===== config.mk =====
export PLATFORM = sky130hd
export DESIGN_NAME = nand_hamming_ecc_gen_check_top
export DESIGN_NICKNAME = d
export VERILOG_FILES = /design/src/hdl/nhe_pkg.sv /design/src/hdl/nand_hamming_ecc_gen_check_top.sv /design/src/hdl/nhe_front.sv /design/src/hdl/nhe_queue.sv /design/src/hdl/nhe_back.sv
export SDC_FILE = /design/constraint.sdc
export NUM_CORES = 1
export LEC_CHECK = 0
export BUFFER_PORTS_ARGS = -buffer_cell sky130_fd_sc_hd__buf_2
export CAP_MARGIN = 15
export CORE_MARGIN = 3
export CORE_UTILIZATION = 55
export CTS_BUF_LIST = sky130_fd_sc_hd__clkbuf_16
export CTS_CLUSTER_SIZE = 16
export DETAILED_ROUTE_END_ITERATION = 10
export HOLD_SLACK_MARGIN = 0.06
export PLACE_DENSITY = 0.69
export SETUP_SLACK_MARGIN = 0.2
export SYNTH_ARGS = -nofsm -noshare
export SYNTH_HDL_FRONTEND = slang
export SYNTH_HIERARCHICAL = 1
export SYNTH_SLANG_ARGS = --single-unit
export TNS_END_PERCENT = 10

===== constraint.sdc =====
create_clock -name i_clk -period 6.1 [get_ports i_clk]
set_input_delay 0 -clock i_clk [delete_from_list [all_inputs] [get_ports i_clk]]
set_output_delay 0 -clock i_clk [all_outputs]
set_load 0.02 [all_outputs]

===== src/hdl/nhe_pkg.sv =====
// nhe_pkg: shared types and constants of the nand hamming ecc generator/checker
// used by the front, queue, back and top modules; no dependencies
`timescale 1ns / 1ps
`default_nettype none

package nhe_pkg;

    localparam int unsigned ECC_W      = 24;
    localparam int unsigned BYTE_W     = 8;
    localparam int unsigned BIT_IDX_W  = 3;
    localparam int unsigned STATUS_W   = 2;
    localparam int unsigned IN_DATA_W  = 32;
    localparam int unsigned OUT_DATA_W = 40;

    localparam logic [BYTE_W-1:0] LAST_POS = 8'hff;

    localparam logic KIND_GEN   = 1'b0;
    localparam logic KIND_CHECK = 1'b1;

    localparam logic [STATUS_W-1:0] ST_OK       = 2'd0;
    localparam logic [STATUS_W-1:0] ST_DATA_BIT = 2'd1;
    localparam logic [STATUS_W-1:0] ST_CODE_BIT = 2'd2;
    localparam logic [STATUS_W-1:0] ST_UNCORR   = 2'd3;

    localparam logic [BYTE_W-1:0] PAIR_MASK    = 8'h55;
    localparam logic [BYTE_W-1:0] PAIR_MASK_CP = 8'h54;

    typedef struct packed {
        logic             kind;
        logic [ECC_W-1:0] ecc;
        logic [ECC_W-1:0] diff;
    } t_entry;

endpackage : nhe_pkg

`default_nettype wire


===== src/hdl/nand_hamming_ecc_gen_check_top.sv =====
// nand_hamming_ecc_gen_check_top: 256-byte nand block hamming ecc generator and checker
// path: a result is pushed from the front into the queue, then registered in the back output register
// throughput: one beat per cycle; ready drops only when the result queue is full
// reset: synchronous active low; clears parity accumulators, byte position and kept code
// depends on nhe_pkg, nhe_front, nhe_queue, nhe_back
`timescale 1ns / 1ps
`default_nettype none

module nand_hamming_ecc_gen_check_top
    import nhe_pkg::*;
#(
    parameter int unsigned QUEUE_DEPTH = 4
) (
    input  wire logic                  i_clk,
    input  wire logic                  i_rst_n,
    input  wire logic                  s_axis_tvalid,
    output logic                       s_axis_tready,
    input  wire logic [IN_DATA_W-1:0]  s_axis_tdata,   // data_byte, stored_ecc
    input  wire logic                  s_axis_tuser,   // req_type
    output logic                       m_axis_tvalid,
    input  wire logic                  m_axis_tready,
    output logic [OUT_DATA_W-1:0]      m_axis_tdata,   // ecc_value, status, error_byte_index, error_bit_index
    output logic                       m_axis_tuser    // result_kind
);

    logic   push;
    logic   pop;
    logic   full;
    logic   empty;
    t_entry entry;
    t_entry head;

    nhe_front u_front (
        .i_clk        (i_clk),
        .i_rst_n      (i_rst_n),
        .i_valid      (s_axis_tvalid),
        .i_req_type   (s_axis_tuser),
        .i_data_byte  (s_axis_tdata[7:0]),
        .i_stored_ecc (s_axis_tdata[31:8]),
        .i_full       (full),
        .o_ready      (s_axis_tready),
        .o_push       (push),
        .o_entry      (entry)
    );

    nhe_queue #(
        .DEPTH (QUEUE_DEPTH)
    ) u_queue (
        .i_clk   (i_clk),
        .i_rst_n (i_rst_n),
        .i_push  (push),
        .i_entry (entry),
        .i_pop   (pop),
        .o_full  (full),
        .o_empty (empty),
        .o_head  (head)
    );

    nhe_back u_back (
        .i_clk    (i_clk),
        .i_rst_n  (i_rst_n),
        .i_empty  (empty),
        .i_head   (head),
        .o_pop    (pop),
        .i_tready (m_axis_tready),
        .o_tvalid (m_axis_tvalid),
        .o_tdata  (m_axis_tdata),
        .o_tuser  (m_axis_tuser)
    );

endmodule : nand_hamming_ecc_gen_check_top

`default_nettype wire


===== src/hdl/nhe_front.sv =====
// nhe_front: accepts beats, accumulates column and line parity, forms the code
// at block end and turns check requests into code differences; uses nhe_pkg
`timescale 1ns / 1ps
`default_nettype none

module nhe_front
    import nhe_pkg::*;
(
    input  wire logic              i_clk,
    input  wire logic              i_rst_n,
    input  wire logic              i_valid,
    input  wire logic              i_req_type,
    input  wire logic [BYTE_W-1:0] i_data_byte,
    input  wire logic [ECC_W-1:0]  i_stored_ecc,
    input  wire logic              i_full,
    output logic                   o_ready,
    output logic                   o_push,
    output t_entry                 o_entry
);

    logic [5:0]        r_cp;
    logic [BYTE_W-1:0] r_lpt;
    logic [BYTE_W-1:0] r_lpc;
    logic [BYTE_W-1:0] r_pos;
    logic [ECC_W-1:0]  r_kept;

    logic [5:0]        n_cp;
    logic [BYTE_W-1:0] n_lpt;
    logic [BYTE_W-1:0] n_lpc;
    logic [5:0]        col_bits;
    logic              byte_par;
    logic              accept;
    logic              is_last;
    logic [BYTE_W-1:0] b0;
    logic [BYTE_W-1:0] b1;
    logic [BYTE_W-1:0] b2;
    logic [ECC_W-1:0]  code;

    assign o_ready = !i_full;
    assign accept  = i_valid && !i_full;
    assign is_last = (r_pos == LAST_POS);

    always_comb begin
        col_bits[0] = ^(i_data_byte & 8'h55);
        col_bits[1] = ^(i_data_byte & 8'haa);
        col_bits[2] = ^(i_data_byte & 8'h33);
        col_bits[3] = ^(i_data_byte & 8'hcc);
        col_bits[4] = ^(i_data_byte & 8'h0f);
        col_bits[5] = ^(i_data_byte & 8'hf0);
        byte_par    = ^i_data_byte;
        n_cp  = r_cp ^ col_bits;
        n_lpt = byte_par ? (r_lpt ^ r_pos) : r_lpt;
        n_lpc = byte_par ? (r_lpc ^ ~r_pos) : r_lpc;
        b0 = ~{n_lpt[7], n_lpc[7], n_lpt[6], n_lpc[6],
               n_lpt[5], n_lpc[5], n_lpt[4], n_lpc[4]};
        b1 = ~{n_lpt[3], n_lpc[3], n_lpt[2], n_lpc[2],
               n_lpt[1], n_lpc[1], n_lpt[0], n_lpc[0]};
        b2 = {~n_cp, 2'b11};
        code = {b2, b1, b0};
    end

    always_comb begin
        o_push = accept && (i_req_type || is_last);
        if (i_req_type) begin
            o_entry.kind = KIND_CHECK;
            o_entry.ecc  = r_kept;
            o_entry.diff = r_kept ^ i_stored_ecc;
        end else begin
            o_entry.kind = KIND_GEN;
            o_entry.ecc  = code;
            o_entry.diff = '0;
        end
    end

    always_ff @(posedge i_clk) begin
        if (!i_rst_n) begin
            r_cp   <= '0;
            r_lpt  <= '0;
            r_lpc  <= '0;
            r_pos  <= '0;
            r_kept <= '0;
        end else if (accept && !i_req_type) begin
            r_pos <= r_pos + 1'b1;
            if (is_last) begin
                r_cp   <= '0;
                r_lpt  <= '0;
                r_lpc  <= '0;
                r_kept <= code;
            end else begin
                r_cp  <= n_cp;
                r_lpt <= n_lpt;
                r_lpc <= n_lpc;
            end
        end
    end

endmodule : nhe_front

`default_nettype wire


===== src/hdl/nhe_queue.sv =====
// nhe_queue: small fifo of pending results between front and back
// uses nhe_pkg for the entry type
`timescale 1ns / 1ps
`default_nettype none

module nhe_queue
    import nhe_pkg::*;
#(
    parameter int unsigned DEPTH = 4
) (
    input  wire logic i_clk,
    input  wire logic i_rst_n,
    input  wire logic i_push,
    input  t_entry    i_entry,
    input  wire logic i_pop,
    output logic      o_full,
    output logic      o_empty,
    output t_entry    o_head
);

    localparam int unsigned AW = $clog2(DEPTH);
    localparam int unsigned CW = $clog2(DEPTH + 1);
    localparam logic [AW-1:0] LAST_SLOT = AW'(DEPTH - 1);
    localparam logic [CW-1:0] FULL_CNT  = CW'(DEPTH);

    t_entry         r_mem [DEPTH];
    logic [AW-1:0]  r_wr_ptr;
    logic [AW-1:0]  r_rd_ptr;
    logic [CW-1:0]  r_count;

    logic           do_push;
    logic           do_pop;

    assign o_full  = (r_count == FULL_CNT);
    assign o_empty = (r_count == '0);
    assign do_push = i_push && !o_full;
    assign do_pop  = i_pop && !o_empty;
    assign o_head  = r_mem[r_rd_ptr];

    always_ff @(posedge i_clk) begin
        if (do_push) begin
            r_mem[r_wr_ptr] <= i_entry;
        end
    end

    always_ff @(posedge i_clk) begin
        if (!i_rst_n) begin
            r_wr_ptr <= '0;
            r_rd_ptr <= '0;
            r_count  <= '0;
        end else begin
            if (do_push) begin
                r_wr_ptr <= (r_wr_ptr == LAST_SLOT) ? '0 : r_wr_ptr + 1'b1;
            end
            if (do_pop) begin
                r_rd_ptr <= (r_rd_ptr == LAST_SLOT) ? '0 : r_rd_ptr + 1'b1;
            end
            if (do_push && !do_pop) begin
                r_count <= r_count + 1'b1;
            end else if (do_pop && !do_push) begin
                r_count <= r_count - 1'b1;
            end
        end
    end

endmodule : nhe_queue

`default_nettype wire


===== src/hdl/nhe_back.sv =====
// nhe_back: decodes code differences into check status and holds the output beat
// uses nhe_pkg
`timescale 1ns / 1ps
`default_nettype none

module nhe_back
    import nhe_pkg::*;
(
    input  wire logic                  i_clk,
    input  wire logic                  i_rst_n,
    input  wire logic                  i_empty,
    input  t_entry                     i_head,
    output logic                       o_pop,
    input  wire logic                  i_tready,
    output logic                       o_tvalid,
    output logic [OUT_DATA_W-1:0]      o_tdata,
    output logic                       o_tuser
);

    logic                   r_valid;
    logic                   r_kind;
    logic [ECC_W-1:0]       r_ecc;
    logic [STATUS_W-1:0]    r_status;
    logic [BYTE_W-1:0]      r_byte_idx;
    logic [BIT_IDX_W-1:0]   r_bit_idx;

    logic [BYTE_W-1:0]      d1;
    logic [BYTE_W-1:0]      d2;
    logic [BYTE_W-1:0]      d3;
    logic                   pairs_ok;
    logic                   one_bit;
    logic [STATUS_W-1:0]    n_status;
    logic [BYTE_W-1:0]      n_byte_idx;
    logic [BIT_IDX_W-1:0]   n_bit_idx;

    assign o_pop = !i_empty && (!r_valid || i_tready);

    always_comb begin
        d1 = i_head.diff[7:0];
        d2 = i_head.diff[15:8];
        d3 = i_head.diff[23:16];
        pairs_ok = (((d1 ^ (d1 >> 1)) & PAIR_MASK) == PAIR_MASK)
                && (((d2 ^ (d2 >> 1)) & PAIR_MASK) == PAIR_MASK)
                && (((d3 ^ (d3 >> 1)) & PAIR_MASK_CP) == PAIR_MASK_CP);
        one_bit  = ((i_head.diff & (i_head.diff - 1'b1)) == '0);
        n_byte_idx = '0;
        n_bit_idx  = '0;
        if (i_head.kind == KIND_GEN || i_head.diff == '0) begin
            n_status = ST_OK;
        end else if (pairs_ok) begin
            n_status   = ST_DATA_BIT;
            n_byte_idx = {d1[7], d1[5], d1[3], d1[1], d2[7], d2[5], d2[3], d2[1]};
            n_bit_idx  = {d3[7], d3[5], d3[3]};
        end else if (one_bit) begin
            n_status = ST_CODE_BIT;
        end else begin
            n_status = ST_UNCORR;
        end
    end

    always_ff @(posedge i_clk) begin
        if (!i_rst_n) begin
            r_valid <= 1'b0;
        end else if (o_pop) begin
            r_valid <= 1'b1;
        end else if (i_tready) begin
            r_valid <= 1'b0;
        end
    end

    always_ff @(posedge i_clk) begin
        if (o_pop) begin
            r_kind     <= i_head.kind;
            r_ecc      <= i_head.ecc;
            r_status   <= n_status;
            r_byte_idx <= n_byte_idx;
            r_bit_idx  <= n_bit_idx;
        end
    end

    assign o_tvalid = r_valid;
    assign o_tuser  = r_kind;
    assign o_tdata  = {3'b000, r_bit_idx, r_byte_idx, r_status, r_ecc};

endmodule : nhe_back

`default_nettype wire


==> flow_summary.json, run 1 <==
{
  "clockBufferDepth": 3,
  "area_growth_pct": 13.6,
  "rows": 55,
  "startpoint_type": "register",
  "cts_tree": "yes",
  "clock_latency_ns": 0.53,
  "htreeDepth": 1,
  "fin_skew_ns": 0.00949,
  "finalCritPeriodShare_pct": 58.2,
  "leakagePower_nw": 5.16,
  "syn_area_um2": 13100,
  "fin_crit_ns": 3.55,
  "grt_pass1_vias": 7832,
  "start_util_pct": 56.9,
  "synth_seq_cells": 297,
  "portBuffers": 76,
  "dieArea_um2": 25700,
  "wl_per_cell_um": 20.6,
  "diodes": 0,
  "setup_viol": 0,
  "grt_usage_pct": 21.4,
  "cts.reportedPaths.clkPinSlew_ns": 0.06,
  "vdd_drop_max_mv": 0.334,
  "ant_nets": 0,
  "worstPathRequired_ns": 6.36,
  "grt_overflow": 0,
  "die_w_um": 160,
  "synth_edf_count": 234,
  "ys.flop_type": "edfxtp_1",
  "rsz0062_at_grt": "no",
  "design.core.area_um2": 23000,
  "routed_wl_mm": 27.5,
  "drtPass1Iterations": 6,
  "io_pins": 80,
  "nets": 1063,
  "vias": 7786,
  "status": "completed",
  "worstMarginPinSlew_ns": 1.09,
  "hpwl_mm": 17.3,
  "drt-initial-drc-count": 568,
  "drive_gt1_share_pct": 19.7,
  "maxSlewViolCount": 0,
  "critPathCaptureType": "register",
  "root_buffer": "clkbuf_16",
  "worstPathArrival_ns": 3.81,
  "stdcell_count": 1334,
  "synth_warnings": 6,
  "max_slew_margin_pct": 26.7,
  "finalSetupTns_ns": 0,
  "avgSynthCellArea_um2": 14.5,
  "path_max_fanout": 26,
  "fmax_mhz": 281,
  "die_y_um": 160,
  "routed_via_density": 5.84,
  "cellPowerDensity_nw_per_um2": 372,
  "cts_resized": 0,
  "synth_cell_types": 66,
  "yosysSeqAreaShare_pct": 63.3,
  "dp_cells": 1250,
  "maxCapViolCount": 0,
  "drc": 0,
  "clock-sinks": 297,
  "antenna_found_initial": 0,
  "synth_top_area_share_pct": 53.7,
  "worstSetupPathType": "register to register",
  "synthArstFlopShare_pct": 0,
  "synth_cells": 905,
  "grt_pass1_wl_mm": 43.4,
  "netlist_top_cells_area": "edfxtp_1 (54%), dfxtp_1 (9.6%), mux4_2 (8.1%), ha_1 (2.6%), xor2_1 (2.2%)",
  "finalHoldViolCount": 0,
  "gp_congestion": 0.953,
  "grt_max_degree": 71,
  "cts_buffers": 30,
  "hp-class": "primary input to register",
  "synth_top_area_cell": "edfxtp_1"
}
==> cell type report <==
type                            instances  area [um2]
Fill cell                            1726        8120
Multi-Input combinational cell        519        4390
Clock buffer                           31         776
Clock inverter                         24         133
Sequential cell                       297        8290
Tap cell                              313         392
Inverter                               33         124
Timing Repair Buffer                  117         759
==> critical path: stages, from the launching register on <==
cell,delay (ns)
dfxtp_2,0.83
buf_4,0.37
mux4_2,0.40
inv_1,0.13
ha_1,0.16
nand2b_1,0.14
a31o_2,0.20
a41oi_1,0.14
or2b_2,0.31
a2111oi_0,0.41
a41oi_1,0.18
==> worst paths after layout <==
check,start,endpoint,slack [ns],depth (start not counted)
min reg2reg,u_front/r_kept[21],u_front/r_kept[21],0.49,2
min,s_axis_tdata[2],u_front/r_kept[22],0.17,6
max,register,u_back/r_status[0],2.55,10
max reg2reg,register,u_back/r_status[0],2.55,10
==> per-layer routing <==
layer / vias up / wire [um] / GRT usage, %
li1: 3657 / - / -
met1: 3838 / 11300 / 28.2
met2: 235 / 14000 / 36.6
met3: 56 / 1280 / 2.91
met4: 0 / 896 / 8.09
met5: - / 0 / 0
==> through the flow <==
| step | instance area [um2] | power [mW] | hold slack (ns) | utilization [%] | worst slack [ns] |
|---|---|---|---|---|---|
| 6_report | 14900 | 5.53 | 0.169 | 64.7 | 2.55 |
| 5_1_grt | 14900 | 5.78 | 0.178 | 64.7 | 2.16 |
| 4_1_cts | 14900 | 5.58 | 0.151 | 64.6 | 2.48 |
| 3_5_place_dp | 13700 | 3.90 | 0.317 | 59.5 | 2.49 |
| 3_3_place_gp | 13700 | 3.87 | 0.309 | 59.5 | 2.54 |
| 2_1_floorplan | 13100 | 3.51 | 0.154 | - | 2.27 |
==> cells by family (layout without fill, tap and decap cells) <==
| family | after synthesis | after routing | synth area share [%] |
|---|---|---|---|
| DFF | 297 | 297 | 63.3 |
| and+or+nand+nor | 254 | 254 | 10.6 |
| AOI/OAI and AO/OA | 123 | 123 | 6.95 |
| buffers and inverters | 91 | 205 | 3.41 |
| muxes | 58 | 58 | 9.24 |
| xor gates and xnor gates | 53 | 53 | 3.66 |
| adders and majority gates | 28 | 28 | 2.73 |
| other | 1 | 3 | 0.0287 |
==> state kept, by name, summed over array words and instances (netlist names), named ones only <==
name and flops:
u_front/r_pos 8, u_front/r_kept 23, u_back/r_ecc 24, u_back/r_status 2, u_front/r_lpc 8, u_back/o_tuser 1, u_back/r_bit_idx 3, u_queue/r_rd_ptr 2
u_back/o_tvalid 1, u_queue/r_mem 196, u_queue/r_count 3, u_front/r_cp 6, u_front/r_lpt 8, u_back/r_byte_idx 8, u_queue/r_wr_ptr 2
==> synthesized netlist by cell type, types with 9 or more instances <==
master / n
a32o_1: 16
and2_1: 30
a21boi_0: 11
xnor2_1: 18
nor3_1: 25
clkbuf_1: 25
o21ai_0: 12
buf_2: 14
nor2_1: 34
or3_1: 12
nand3_1: 32
mux4_2: 47
nand2_1: 49
nor2b_1: 15
a21oi_1: 23
inv_1: 31
xor2_1: 33
nand4_1: 14
nor3b_1: 9
or4_1: 10
dfxtp_1: 63
ha_1: 27
o31ai_1: 18
edfxtp_1: 234
==> repair_timing <==
action                    CTS  global route
hold buffers               27             0
hold endpoints to repair  101             0
setup buffers               0             0
==> cell usage in the layout (no fill, tap or decap), types with 17 or more instances in the layout <==
| cell | Yosys | final |
|---|---|---|
| nand3_1 | 32 | 32 |
| buf_2 | 14 | 76 |
| dfxtp_1 | 63 | 61 |
| clkbuf_16 | 0 | 31 |
| xnor2_1 | 18 | 17 |
| inv_1 | 31 | 39 |
| dlygate4sd3_1 | 0 | 27 |
| xor2_1 | 33 | 32 |
| and2_1 | 30 | 26 |
| edfxtp_1 | 234 | 234 |
| nand2_1 | 49 | 49 |
| nor3_1 | 25 | 25 |
| mux4_2 | 47 | 47 |
| nor2_1 | 34 | 34 |
| ha_1 | 27 | 27 |
| o31ai_1 | 18 | 18 |
| a21oi_1 | 23 | 23 |
==> power breakdown <==
part	total, mW	internal (mW)	switching (mW)	leakage [nW]
Sequential	2.62	2.50	0.119	2.68
Combinational	1.23	0.457	0.778	2.02
Clock	1.67	0.953	0.718	0.464
Total	5.53	3.91	1.61	5.16
Power figures use the tool's default switching activity.
==> run 2: changes to the inputs <==
clock period = 3.4 ns   (was 6.1 ns; I/O delays follow)
==> run 2 against run 1 <==
Sequential power rose by 77%; cell count rose by 1.7%; critical path depth fell by 2; register-to-register slack got worse by 2.2 ns; clock power rose by 80%; worst hold slack got worse by 0.031 ns.
==> flow_summary.json, run 2 (synthesis results as in run 1) <==
{
  "routed_via_density": 5.86,
  "cts_setup_buffers": 0,
  "fin_skew_ns": 0.0121,
  "cts_buffers": 30,
  "diodes": 0,
  "finalHoldViolCount": 0,
  "clock_latency_ns": 0.54,
  "ant_nets": 0,
  "worstPathArrival_ns": 3.32,
  "worstPathRequired_ns": 3.67,
  "grt_overflow": 0,
  "gp_congestion": 0.866,
  "drive_gt1_share_pct": 21.2,
  "drt-initial-drc-count": 620,
  "wl_per_cell_um": 20.6,
  "final_util_pct": 65.9,
  "die_y_um": 160,
  "hp-class": "primary input to register",
  "finalSetupTns_ns": 0,
  "hpwl_mm": 17.8,
  "fmax_mhz": 328,
  "p_comb_share_pct": 23.9,
  "slowest_stage": "mux4_2",
  "finalCritPeriodShare_pct": 89.7,
  "hold_depth": 5,
  "vdd_drop_max_mv": 0.398,
  "rows": 55,
  "htreeDepth": 1,
  "p_int_mw": 7.13,
  "worstMarginPinSlew_ns": 0.686,
  "setup_viol": 0,
  "min_to": "u_queue/r_wr_ptr[0]",
  "fin_crit_ns": 3.05,
  "r2r_cells": 8,
  "cts.reportedPaths.clkPinSlew_ns": 0.06,
  "grt_usage_pct": 21.9,
  "antenna_found_initial": 0,
  "r2r-end": "u_back/r_status[0]",
  "post-place-ws_ns": 0.272,
  "rsz0062_at_grt": "yes",
  "max_slew_margin_pct": 53.9,
  "drc": 0,
  "startpoint_type": "register",
  "clock-sinks": 297,
  "swShare_pct": 29.1,
  "path_max_fanout": 8,
  "design.core.area_um2": 23000,
  "cellPowerDensity_nw_per_um2": 663,
  "top_regs": "u_queue/r_mem: 196 flops, u_back/r_ecc: 24 flops, u_front/r_kept: 23 flops",
  "critPathCaptureType": "register",
  "status": "completed",
  "worstSetupPathType": "register to register",
  "hp-start": "s_axis_tvalid",
  "drtPass1Iterations": 5,
  "layout_commonest_cell": "edfxtp_1",
  "root_buffer": "clkbuf_16",
  "pwr-share-seq_pct": 46.2,
  "start_util_pct": 56.9,
  "layout_common_cells": "edfxtp_1 (234), buf_2 (76), dfxtp_1 (60)",
  "die_w_um": 160,
  "portBuffers": 76,
  "dieArea_um2": 25700,
  "area_growth_pct": 15.8,
  "grt_pass1_wl_mm": 44.6,
  "setup_slack_ns": 0.350,
  "nets": 1085,
  "cts_tree": "yes",
  "r2r_slack_ns": 0.35,
  "vias": 7948,
  "maxCapViolCount": 0,
  "path_cells": "buf_4 > mux4_2 > nor4_4 > nand3_2 > o41ai_2 > nand4_1 > nor4_1 > a41oi_1",
  "regMostFlops": "u_queue/r_mem",
  "cpPeakStageDelay_ns": 0.59,
  "grt_max_degree": 68,
  "routed_wl_mm": 27.9,
  "grt_pass1_vias": 7892,
  "io_pins": 80,
  "leakagePower_nw": 5.34,
  "p_switching_mw": 2.92,
  "largest_register_ffs": 196,
  "clockBufferDepth": 3,
  "maxSlewViolCount": 0,
  "pwr-share-clk_pct": 29.9
}
run 2: cell types whose count changed in the layout (fill, tap and decap cells not counted), moves of 2 or more:
cell           previous run  this run
buf_12                    0         5
buf_4                    13        27
dlygate4sd3_1            27        29
inv_1                    39        45
clkinv_1                  9         6
clkinvlp_4                3         0
clkbuf_16                31        33
run 2: how the worst max path moves through the flow:
| stage | startpoint | endpoint | slack [ns] | cells past startpoint |
|---|---|---|---|---|
| after floorplan | u_queue/r_count[0] | u_queue/r_count[2] | 0.42 | 9 |
| after global placement | register | u_back/r_status[0] | 0.37 | 9 |
| after detailed placement | register | u_back/r_status[0] | 0.27 | 9 |
| after CTS | register | u_back/r_status[0] | 0.27 | 9 |
| after global routing | register | u_back/r_status[0] | 0.17 | 9 |
| final | register | u_back/r_status[0] | 0.35 | 8 |
run 2: repair_timing:
item	in CTS	in global routing
setup endpoints to repair	0	2
gates resized for setup	0	4
hold buffers	29	0
endpoints found under the hold margin	120	0
run 2: per-layer routing:
layer	vias up	GRT usage (%)	part of all wire [%]
li1	3693	-	-
met1	4009	30.0	42
met2	201	37.4	51
met3	45	2.36	3.7
met4	0	6.86	2.6
met5	-	0	0
run 2: power by group through the flow:
stage                     clock network, mW  registers, mW  logic [mW]
after floorplan                           0           5.02        1.28
after global placement                    0           4.69        2.35
after detailed placement                  0           4.71        2.37
after CTS                              3.07           4.64        2.41
after global routing                   3.23           4.68        2.61
final                                  3.01           4.64        2.40
run 2: cell type report:
cell class	count	area, um2
clock buffers	32	801
clock inverters	24	121
fillers	1666	7830
inverters	33	124
multi-input cells	519	4400
flip-flops and latches	297	8290
well taps	313	392
repair buffers	139	1030
run 2: worst max-delay path, delay by kind of cell (launching register included):
family,cells,cell delay [ns]
muxes,1,0.59
buffers and inverters,1,0.24
AOI/OAI and AO/OA,2,0.55
DFF,1,0.44
and+or+nand+nor,4,0.97
run 2: per-stage QoR:
stage / instance area (um2) / hold slack [ns] / total power [mW] / std cells
floorplan: 13100 / 0.154 / 6.30 / 907
global placement: 13900 / 0.363 / 7.05 / 1271
detailed placement: 13900 / 0.353 / 7.08 / 1271
CTS: 15100 / 0.126 / 10.1 / 1356
global route: 15200 / 0.163 / 10.5 / 1357
finish: 15200 / 0.138 / 10.0 / 1357
